--- src/sv/nts_pkg.sv ---
// shared types and constants for the nearest timestamp search block
package nts_pkg;

  localparam int MaxRecords = 1024;
  localparam int TimeW      = 32;
  localparam int IdxW       = $clog2(MaxRecords);
  localparam int CountW     = $clog2(MaxRecords + 1);

  localparam logic ReqWrite  = 1'b0;
  localparam logic ReqSearch = 1'b1;

  localparam logic StatusFound = 1'b0;
  localparam logic StatusEmpty = 1'b1;

  typedef struct packed {
    logic              req_type;
    logic [IdxW-1:0]   slot_index;
    logic [TimeW-1:0]  time_value;
  } in_item_t;

  typedef struct packed {
    logic              status;
    logic [IdxW-1:0]   nearest_index;
    logic [TimeW-1:0]  nearest_time;
    logic [TimeW-1:0]  distance;
    logic              exact_hit;
  } out_item_t;

  typedef struct packed {
    logic              start;
    logic [TimeW-1:0]  target;
    logic [CountW-1:0] count;
  } search_req_t;

  typedef enum logic [2:0] {
    ST_IDLE,
    ST_PROBE,
    ST_CMP,
    ST_CAND_A,
    ST_CAND_A_CMP,
    ST_CAND_B,
    ST_CAND_B_CMP,
    ST_DONE
  } state_t;

endpackage

--- src/sv/nts_absdiff.sv ---
// shared compare and absolute difference unit
module nts_absdiff (
  input  logic [nts_pkg::TimeW-1:0] rec,
  input  logic [nts_pkg::TimeW-1:0] target,
  output logic                      below,
  output logic [nts_pkg::TimeW-1:0] diff
);

  always_comb begin
    below = rec < target;
    diff  = below ? (target - rec) : (rec - target);
  end

endmodule

--- src/sv/nts_search.sv ---
// search sequencer: lower-bound binary search and neighbour check
module nts_search (
  input  logic                      clk,
  input  logic                      rst,
  input  nts_pkg::search_req_t      req,
  output logic                      idle,
  output logic [nts_pkg::IdxW-1:0]  rd_addr,
  input  logic [nts_pkg::TimeW-1:0] rd_data,
  input  logic                      take,
  output logic                      done,
  output nts_pkg::out_item_t        result
);

  nts_pkg::state_t state, state_next;

  logic [nts_pkg::CountW-1:0] lo, hi, lo_next, hi_next, n, mid, cand_a;
  logic [nts_pkg::TimeW-1:0]  target;
  logic [nts_pkg::IdxW-1:0]   best_idx;
  logic [nts_pkg::TimeW-1:0]  best_val, best_dist;
  logic                       empty;
  logic                       two_cand;
  logic                       below;
  logic [nts_pkg::TimeW-1:0]  diff;

  nts_absdiff u_absdiff (
    .rec    (rd_data),
    .target (target),
    .below  (below),
    .diff   (diff)
  );

  always_comb begin
    mid      = lo + ((hi - lo) >> 1);
    two_cand = (lo < n) && (lo != '0);
    if (lo >= n) begin
      cand_a = n - 1'b1;
    end else if (lo == '0) begin
      cand_a = '0;
    end else begin
      cand_a = lo - 1'b1;
    end
    lo_next = lo;
    hi_next = hi;
    if (below) begin
      lo_next = mid + 1'b1;
    end else begin
      hi_next = mid;
    end
  end

  // next state
  always_comb begin
    state_next = state;
    case (state)
      nts_pkg::ST_IDLE: begin
        if (req.start) begin
          state_next = (req.count == '0) ? nts_pkg::ST_DONE : nts_pkg::ST_PROBE;
        end
      end
      nts_pkg::ST_PROBE:      state_next = nts_pkg::ST_CMP;
      nts_pkg::ST_CMP: begin
        state_next = (lo_next < hi_next) ? nts_pkg::ST_PROBE : nts_pkg::ST_CAND_A;
      end
      nts_pkg::ST_CAND_A:     state_next = nts_pkg::ST_CAND_A_CMP;
      nts_pkg::ST_CAND_A_CMP: state_next = two_cand ? nts_pkg::ST_CAND_B : nts_pkg::ST_DONE;
      nts_pkg::ST_CAND_B:     state_next = nts_pkg::ST_CAND_B_CMP;
      nts_pkg::ST_CAND_B_CMP: state_next = nts_pkg::ST_DONE;
      nts_pkg::ST_DONE: begin
        if (take) begin
          state_next = nts_pkg::ST_IDLE;
        end
      end
      default:                state_next = nts_pkg::ST_IDLE;
    endcase
  end

  // outputs
  always_comb begin
    idle    = 1'b0;
    done    = 1'b0;
    rd_addr = '0;
    case (state)
      nts_pkg::ST_IDLE:   idle    = 1'b1;
      nts_pkg::ST_PROBE:  rd_addr = mid[nts_pkg::IdxW-1:0];
      nts_pkg::ST_CAND_A: rd_addr = cand_a[nts_pkg::IdxW-1:0];
      nts_pkg::ST_CAND_B: rd_addr = lo[nts_pkg::IdxW-1:0];
      nts_pkg::ST_DONE:   done    = 1'b1;
      default:            idle    = 1'b0;
    endcase
  end

  always_ff @(posedge clk) begin
    if (rst) begin
      state <= nts_pkg::ST_IDLE;
    end else begin
      state <= state_next;
    end
  end

  always_ff @(posedge clk) begin
    case (state)
      nts_pkg::ST_IDLE: begin
        if (req.start) begin
          target    <= req.target;
          n         <= req.count;
          lo        <= '0;
          hi        <= req.count;
          empty     <= (req.count == '0);
          best_idx  <= '0;
          best_val  <= '0;
          best_dist <= '0;
        end
      end
      nts_pkg::ST_CMP: begin
        lo <= lo_next;
        hi <= hi_next;
      end
      nts_pkg::ST_CAND_A_CMP: begin
        best_idx  <= cand_a[nts_pkg::IdxW-1:0];
        best_val  <= rd_data;
        best_dist <= diff;
      end
      nts_pkg::ST_CAND_B_CMP: begin
        if (diff < best_dist) begin
          best_idx  <= lo[nts_pkg::IdxW-1:0];
          best_val  <= rd_data;
          best_dist <= diff;
        end
      end
      default: begin
      end
    endcase
  end

  always_comb begin
    result.status        = empty ? nts_pkg::StatusEmpty : nts_pkg::StatusFound;
    result.nearest_index = best_idx;
    result.nearest_time  = best_val;
    result.distance      = best_dist;
    result.exact_hit     = !empty && (best_dist == '0);
  end

endmodule

--- config.mk ---
export PLATFORM = sky130hd
export DESIGN_NAME = nts_search
export DESIGN_NICKNAME = d
export VERILOG_FILES = /design/src/sv/nts_pkg.sv /design/src/sv/nts_absdiff.sv /design/src/sv/nts_search.sv
export SDC_FILE = /design/constraint.sdc
export NUM_CORES = 1
export LEC_CHECK = 0
export BUFFER_PORTS_ARGS = -buffer_cell sky130_fd_sc_hd__buf_2
export CORE_ASPECT_RATIO = 1.2
export CORE_MARGIN = 10
export CORE_UTILIZATION = 35
export CTS_CLUSTER_DIAMETER = 120
export DETAILED_ROUTE_END_ITERATION = 6
export SETUP_SLACK_MARGIN = 0.5
export SYNTH_ARGS = -nofsm -noshare
export SYNTH_HDL_FRONTEND = slang
export SYNTH_SLANG_ARGS = --single-unit
--- constraint.sdc ---
create_clock -name clk -period 16.3 [get_ports clk]
set_input_delay 0.815 -clock clk [delete_from_list [all_inputs] [get_ports clk]]
set_output_delay 0.815 -clock clk [all_outputs]
set_load 0.01 [all_outputs]
; ---- Word level (Yosys, flattened, before mapping)
; Cells that the tools add are included.
[classes]
n_bitwise = 0
n_eq_ne = 10
addsub = 7
n_lt_le_gt_ge = 5
mux = 27
div_mod_pow = 0
shifts = 0
n_mul = 0
n_reduce_logical = 14
[op_table]
columns = op, n
row1 = 32-bit case mux with 3 select lines, 2
row2 = 32-bit 2-to-1 mux, 4
row3 = 32-bit < comparator, 2
row4 = 32-bit subtractor, 2
row5 = 10-bit case mux with 3 select lines, 2
row6 = 11-bit 2-to-1 mux, 4
row7 = 11-bit case mux with 2 select lines, 2
row8 = 10-bit 2-to-1 mux, 4
row9 = 32-bit zero test, 1
row10 = 3-bit case mux with 8 select lines, 1
row11 = 11-bit zero test, 2
row12 = 11-bit < comparator, 2
row13 = 10-bit by 1-bit subtractor with 10-bit output (second input constant), 2
row14 = 3-bit == test (second input constant), 4
row15 = 11-bit by 1-bit adder with 11-bit output (second input constant), 1
row16 = 11-bit by 10-bit adder with 11-bit output, 1
row17 = 11-bit greater-or-equal comparator, 1
row18 = 11-bit nonzero test, 1
row19 = 11-bit subtractor, 1
row20 = 3-bit 2-to-1 mux, 3
row21 = 3-bit by 2-bit == test with 1-bit output (second input constant), 2
row22 = 2-bit != test (second input constant), 3
row23 = 2-bit AND reduction, 3
row24 = 2-bit 2-to-1 mux, 2
row25 = 8 further kinds, 11
[word_totals]
mem_bits_rw = 0
inputBits = 79
ff_bits = 143
mem_bits_ro = 0
out_inout_bits = 88
elab_cells = 72
n_memories = 0
latch_bits = 0

; ---- Logic depth before layout (Yosys ltp)
[depth]
ltp_word = 7
ltp_mapped = 26
ltp_nobuf = 25

; ---- By module
; A second synthesis with hierarchy kept.
[unflattened]
cells_unflattened = 1320
hier_area_um2 = 12082.8
[modules_own_cells]
columns = mod, area_each_um2, seq_area_each_um2, n_inst, cells_each
row1 = nts_search, 8505.7, 4264.1, 1, 773
row2 = nts_absdiff, 3577.2, 0.0, 1, 547

; ---- Worst setup path before layout
; Ideal clock, no wire load.
[synth_path]
path_type = input -> register
start = input port rd_data[0] (netlist name)
end = register best_dist[0] (netlist name), enable pin
arrival_ns = 7.777
setup_ns = 0.620
path_stages = 22
slack_ns = 7.903
n_path_buf = 2
required_ns = 15.680
cell_sequence = inv_1 -> ha_1 -> inv_1 -> fa_1 -> a211oi_2 -> o21ai_1 -> o211ai_2 -> nand3_1 -> a21o_1 -> buf_6 -> buf_2 -> a22oi_1 -> xor2_1 -> ha_1 -> a21o_1 -> a21o_1 -> a21oi_1 -> o21ai_0 -> a21o_1 -> a221oi_1 -> a21oi_1 -> o32ai_1
[synth_between]
elab_chain_cells = 5
[synth_lines]
columns = item, line
row1 = start: declaration, nts_search.sv:8  ; input logic [nts_pkg::TimeW-1:0] rd_data,
row2 = 32-bit subtractor / 32-bit < comparator (equally long branches), "nts_absdiff.sv:11, nts_absdiff.sv:10"
row3 = 32-bit 2-to-1 mux (*), nts_absdiff.sv:11  ; diff = below ? (target - rec) : (rec - target);
row4 = named net diff (one bit), nts_search.sv:23  ; logic [nts_pkg::TimeW-1:0] diff;
row5 = 32-bit < comparator (*), nts_search.sv:124  ; if (diff < best_dist) begin
row6 = 2-bit != test (no source line) (*), -
row7 = 3-bit AND reduction (no source line) (*), -
row8 = end signal: assignment, nts_search.sv:121  ; best_dist <= diff;
row9 = end signal: assignment, nts_search.sv:127  ; best_dist <= diff;
row10 = end: declaration, nts_search.sv:19  ; logic [nts_pkg::TimeW-1:0] best_val, best_dist;
; The timed path passes the listed nets; every way through them passes the cells marked *.
; A chain may end at the register's enable or synchronous reset.

; ---- Worst setup path in the final report
; Ends and elaborated chain as after synthesis.

==> impl_metrics.toml <==
[die]
io_pins = 167
fp.dieH_um = 222.6
die_w_um = 188.8
core.rowCount = 74
die_area_um2 = 42030
start_util = 0.3533
placeableCoreArea_um2 = 33890

[layout]
stdcell_area_um2 = 13840
final_common_cell = "buf_2"
final_cell_mix = "buf_2 (166), edfxtp_1 (140), inv_1 (138)"
layout-drive-gt1-share = 0.1644
syn2layout_area_growth_pct = 15.62
fillers = 3488
nets = 1679
num_antenna_cells = 0

[worst_setup_path]
cp_slowest_stage_delay_ps = 760
r2r_slack_ps = 9980
critPathLaunchType = "primary input"
end_kind = "register"
slowest_stage = "buf_4"
worstPathMaxFanout = 56
crit_type = "in2reg"
worstReg2RegStart = "target[0]"
required_ps = 16380
crit_chain = "buf_2, inv_1, ha_1, inv_1, fa_1, a211oi_2, o21ai_1, o211ai_2, nand3_1, a21oi_4, buf_4, o21ai_0, xnor2_1, ha_1, a21o_1, a21o_1, a21oi_1, o21ai_0, a221oi_1, a21oi_1, o32ai_4, buf_4"
rr_worst_depth = 20
crit_arrival_ps = 6580
r2r_end = "best_dist[0]"

[drt]
drtAntennaViolNets = 0
drtIter0Drc = 605
highest_layer = "met5"
wl_per_cell_um = 19.82
routed-wl-met3_um = 2249
wl_met1_um = 16770
drc = 0
wl_met2_um = 18050
drtPass1Iterations = 5
num_vias = 10250
wirelength_um = 38220
viasPerCell = 5.317

[logic_synthesis]
avgSynthCellArea_um2 = 9.015
yosysSeqAreaShare = 0.3562
synth.yosys.warnings = 0
synth-seq-cells = 143
syn_area_um2 = 11970
syn-instance-count = 1328
synthDistinctLibCells = 77
syn-num-nets = 1548
synth_flop_cell = "edfxtp_1"
async_reset_ff_frac = 0
synth_edf_count = 140

[clock_network]
clock_latency_ps = 450
postCtsSetupBuffers = 0
clk_pin_slew_ps = 70
cts_htree_levels = 4
cts_root_buf = "clkbuf_16"
cts_resized = 0
clockBufferDepth = 2
cts_num_sinks = 143
numCtsBuffers = 17
hold_buffers = 0
cts_tree = "done"

[min_path]
min_from = "req[35]"
holdPathEnd = "target[24]"
hp-class = "in2reg"
holdPathStages = 1

[placement]
postPlaceCellArea_um2 = 13170
port_buffers = 166
dp_hpwl_um = 29970
post-place-ws_ps = 9299
routabilityCongestion = 0.9107

[global_route]
gr-usage-all-layers = 0.1789
grt_max_degree = 57
grt_pass1_vias = 10190
overflow = 0
antenna_found_initial = 2
grt_pass1_wl_um = 59060

[timing]
period_share = 0.3989
tns_ps = 0
final-hold-violation-count = 0
timing.hold.ws_ps = 537.1
worst_pin_slew_ps = 1183
finClkSkew_ps = 17.07
worst_slack_ps = 9797
period_needed_ps = 6503
slew_violations = 0
maxSlewHeadroom = 0.2112
max_freq_mhz = 153.8
rsz0062_at_grt = "no"
setup_viol = 0

[flow_run]
drv_cap = 0

[run_status]
outcome = "finished, final reports clean"
## final cells by class
type | instances | area (µm²) | share of cell area
well taps | 456 | 570.5 | 0.04122
clock buffers | 20 | 466.7 | 0.03372
inverters | 142 | 533.0 | 0.03851
multi-input cells | 982 | 6920 | 0.5000
flip-flops and latches | 143 | 4264 | 0.3081
repair buffers | 173 | 883.3 | 0.06382
clock inverters | 12 | 203.9 | 0.01473
## logic make-up after synthesis
logic type               count (synthesis)  synth area share
adder cells (fa/ha/maj)                141            0.1499
flip-flops                             143            0.3562
buffers and inverters                  203           0.06846
AO/OA/AOI/OAI                          355            0.1877
multiplexers                            21           0.01839
AND/OR/NAND/NOR                        393            0.1667
XOR/XNOR                                72           0.05268
## sequential cells by signal, summed over array words and instances, names as in the netlist
register,count
target,32
n,11
best_dist,32
best_idx,10
lo,11
empty,1
best_val,32
hi,11
state,3
## Yosys cell counts, types with 3 or more instances
cell	number	area, µm²
edfxtp_1	140	4204
nand4_1	27	168.9
xor2_1	16	140.1
o21bai_1	17	127.6
a21oi_1	119	595.6
a211oi_1	17	127.6
o21a_1	10	75.07
nor2b_1	15	93.84
a211o_1	3	26.28
a31oi_1	10	62.56
or2_2	8	50.05
xnor2_1	56	490.5
nor3_1	25	125.1
clkbuf_1	26	97.59
fa_1	4	80.08
o41ai_1	3	26.28
buf_2	25	125.1
and2_1	49	306.5
nand2_1	89	334.1
o31ai_1	6	45.04
buf_4	5	37.54
o211ai_1	5	37.54
inv_1	138	518.0
a2111oi_0	5	43.79
a221oi_1	5	43.79
o21ai_1	11	55.05
mux2i_1	19	190.2
and3_1	5	31.28
o21ai_0	69	345.3
nand3_1	18	90.09
nor4_1	12	75.07
o22ai_1	9	56.30
a21o_1	36	270.3
nor2_1	110	412.9
or3_1	4	25.02
nand2b_1	13	81.33
buf_1	4	15.01
inv_2	3	11.26
dfxtp_1	3	60.06
o211a_1	3	30.03
ha_1	137	1714
o2bb2ai_1	3	26.28
## worst max-delay path: cells and delay by family
family | cells | cell delay [ps]
compound gates | 12 | 2900
xor+xnor | 1 | 210
fa+ha+maj | 3 | 870
buf+inv | 5 | 1500
simple gates | 1 | 200
## per-layer routing
metal | up-vias | GRT usage
met4 | 4 | 0.07229
met2 | 323 | 0.2946
li1 | 4980 | -
met3 | 67 | 0.03682
met1 | 4878 | 0.2235
met5 | - | 0
## stage by stage
step,utilization,cells
final,0.4085,1928
after global routing,0.4085,1928
after CTS,0.4085,1928
after detailed placement,0.3887,1896
after global placement,0.3887,1896
after floorplan,-,1328
## worst max path at each step
stage | start | endpoint | slack (ps) | cells after the start
6_report | rd_data[0] | best_dist[0] | 9800 | 22
5_1_grt | rd_data[0] | best_idx[8] | 9350 | 22
4_1_cts | rd_data[0] | best_idx[8] | 9770 | 22
3_5_place_dp | rd_data[0] | best_idx[8] | 9300 | 22
3_3_place_gp | rd_data[0] | best_idx[3] | 9460 | 22
2_1_floorplan | rd_data[0] | best_dist[0] | 7900 | 22
Power is left out: the tool's default activity adds up to more than one toggle a clock period on the data nets, which glitch-free logic cannot reach.
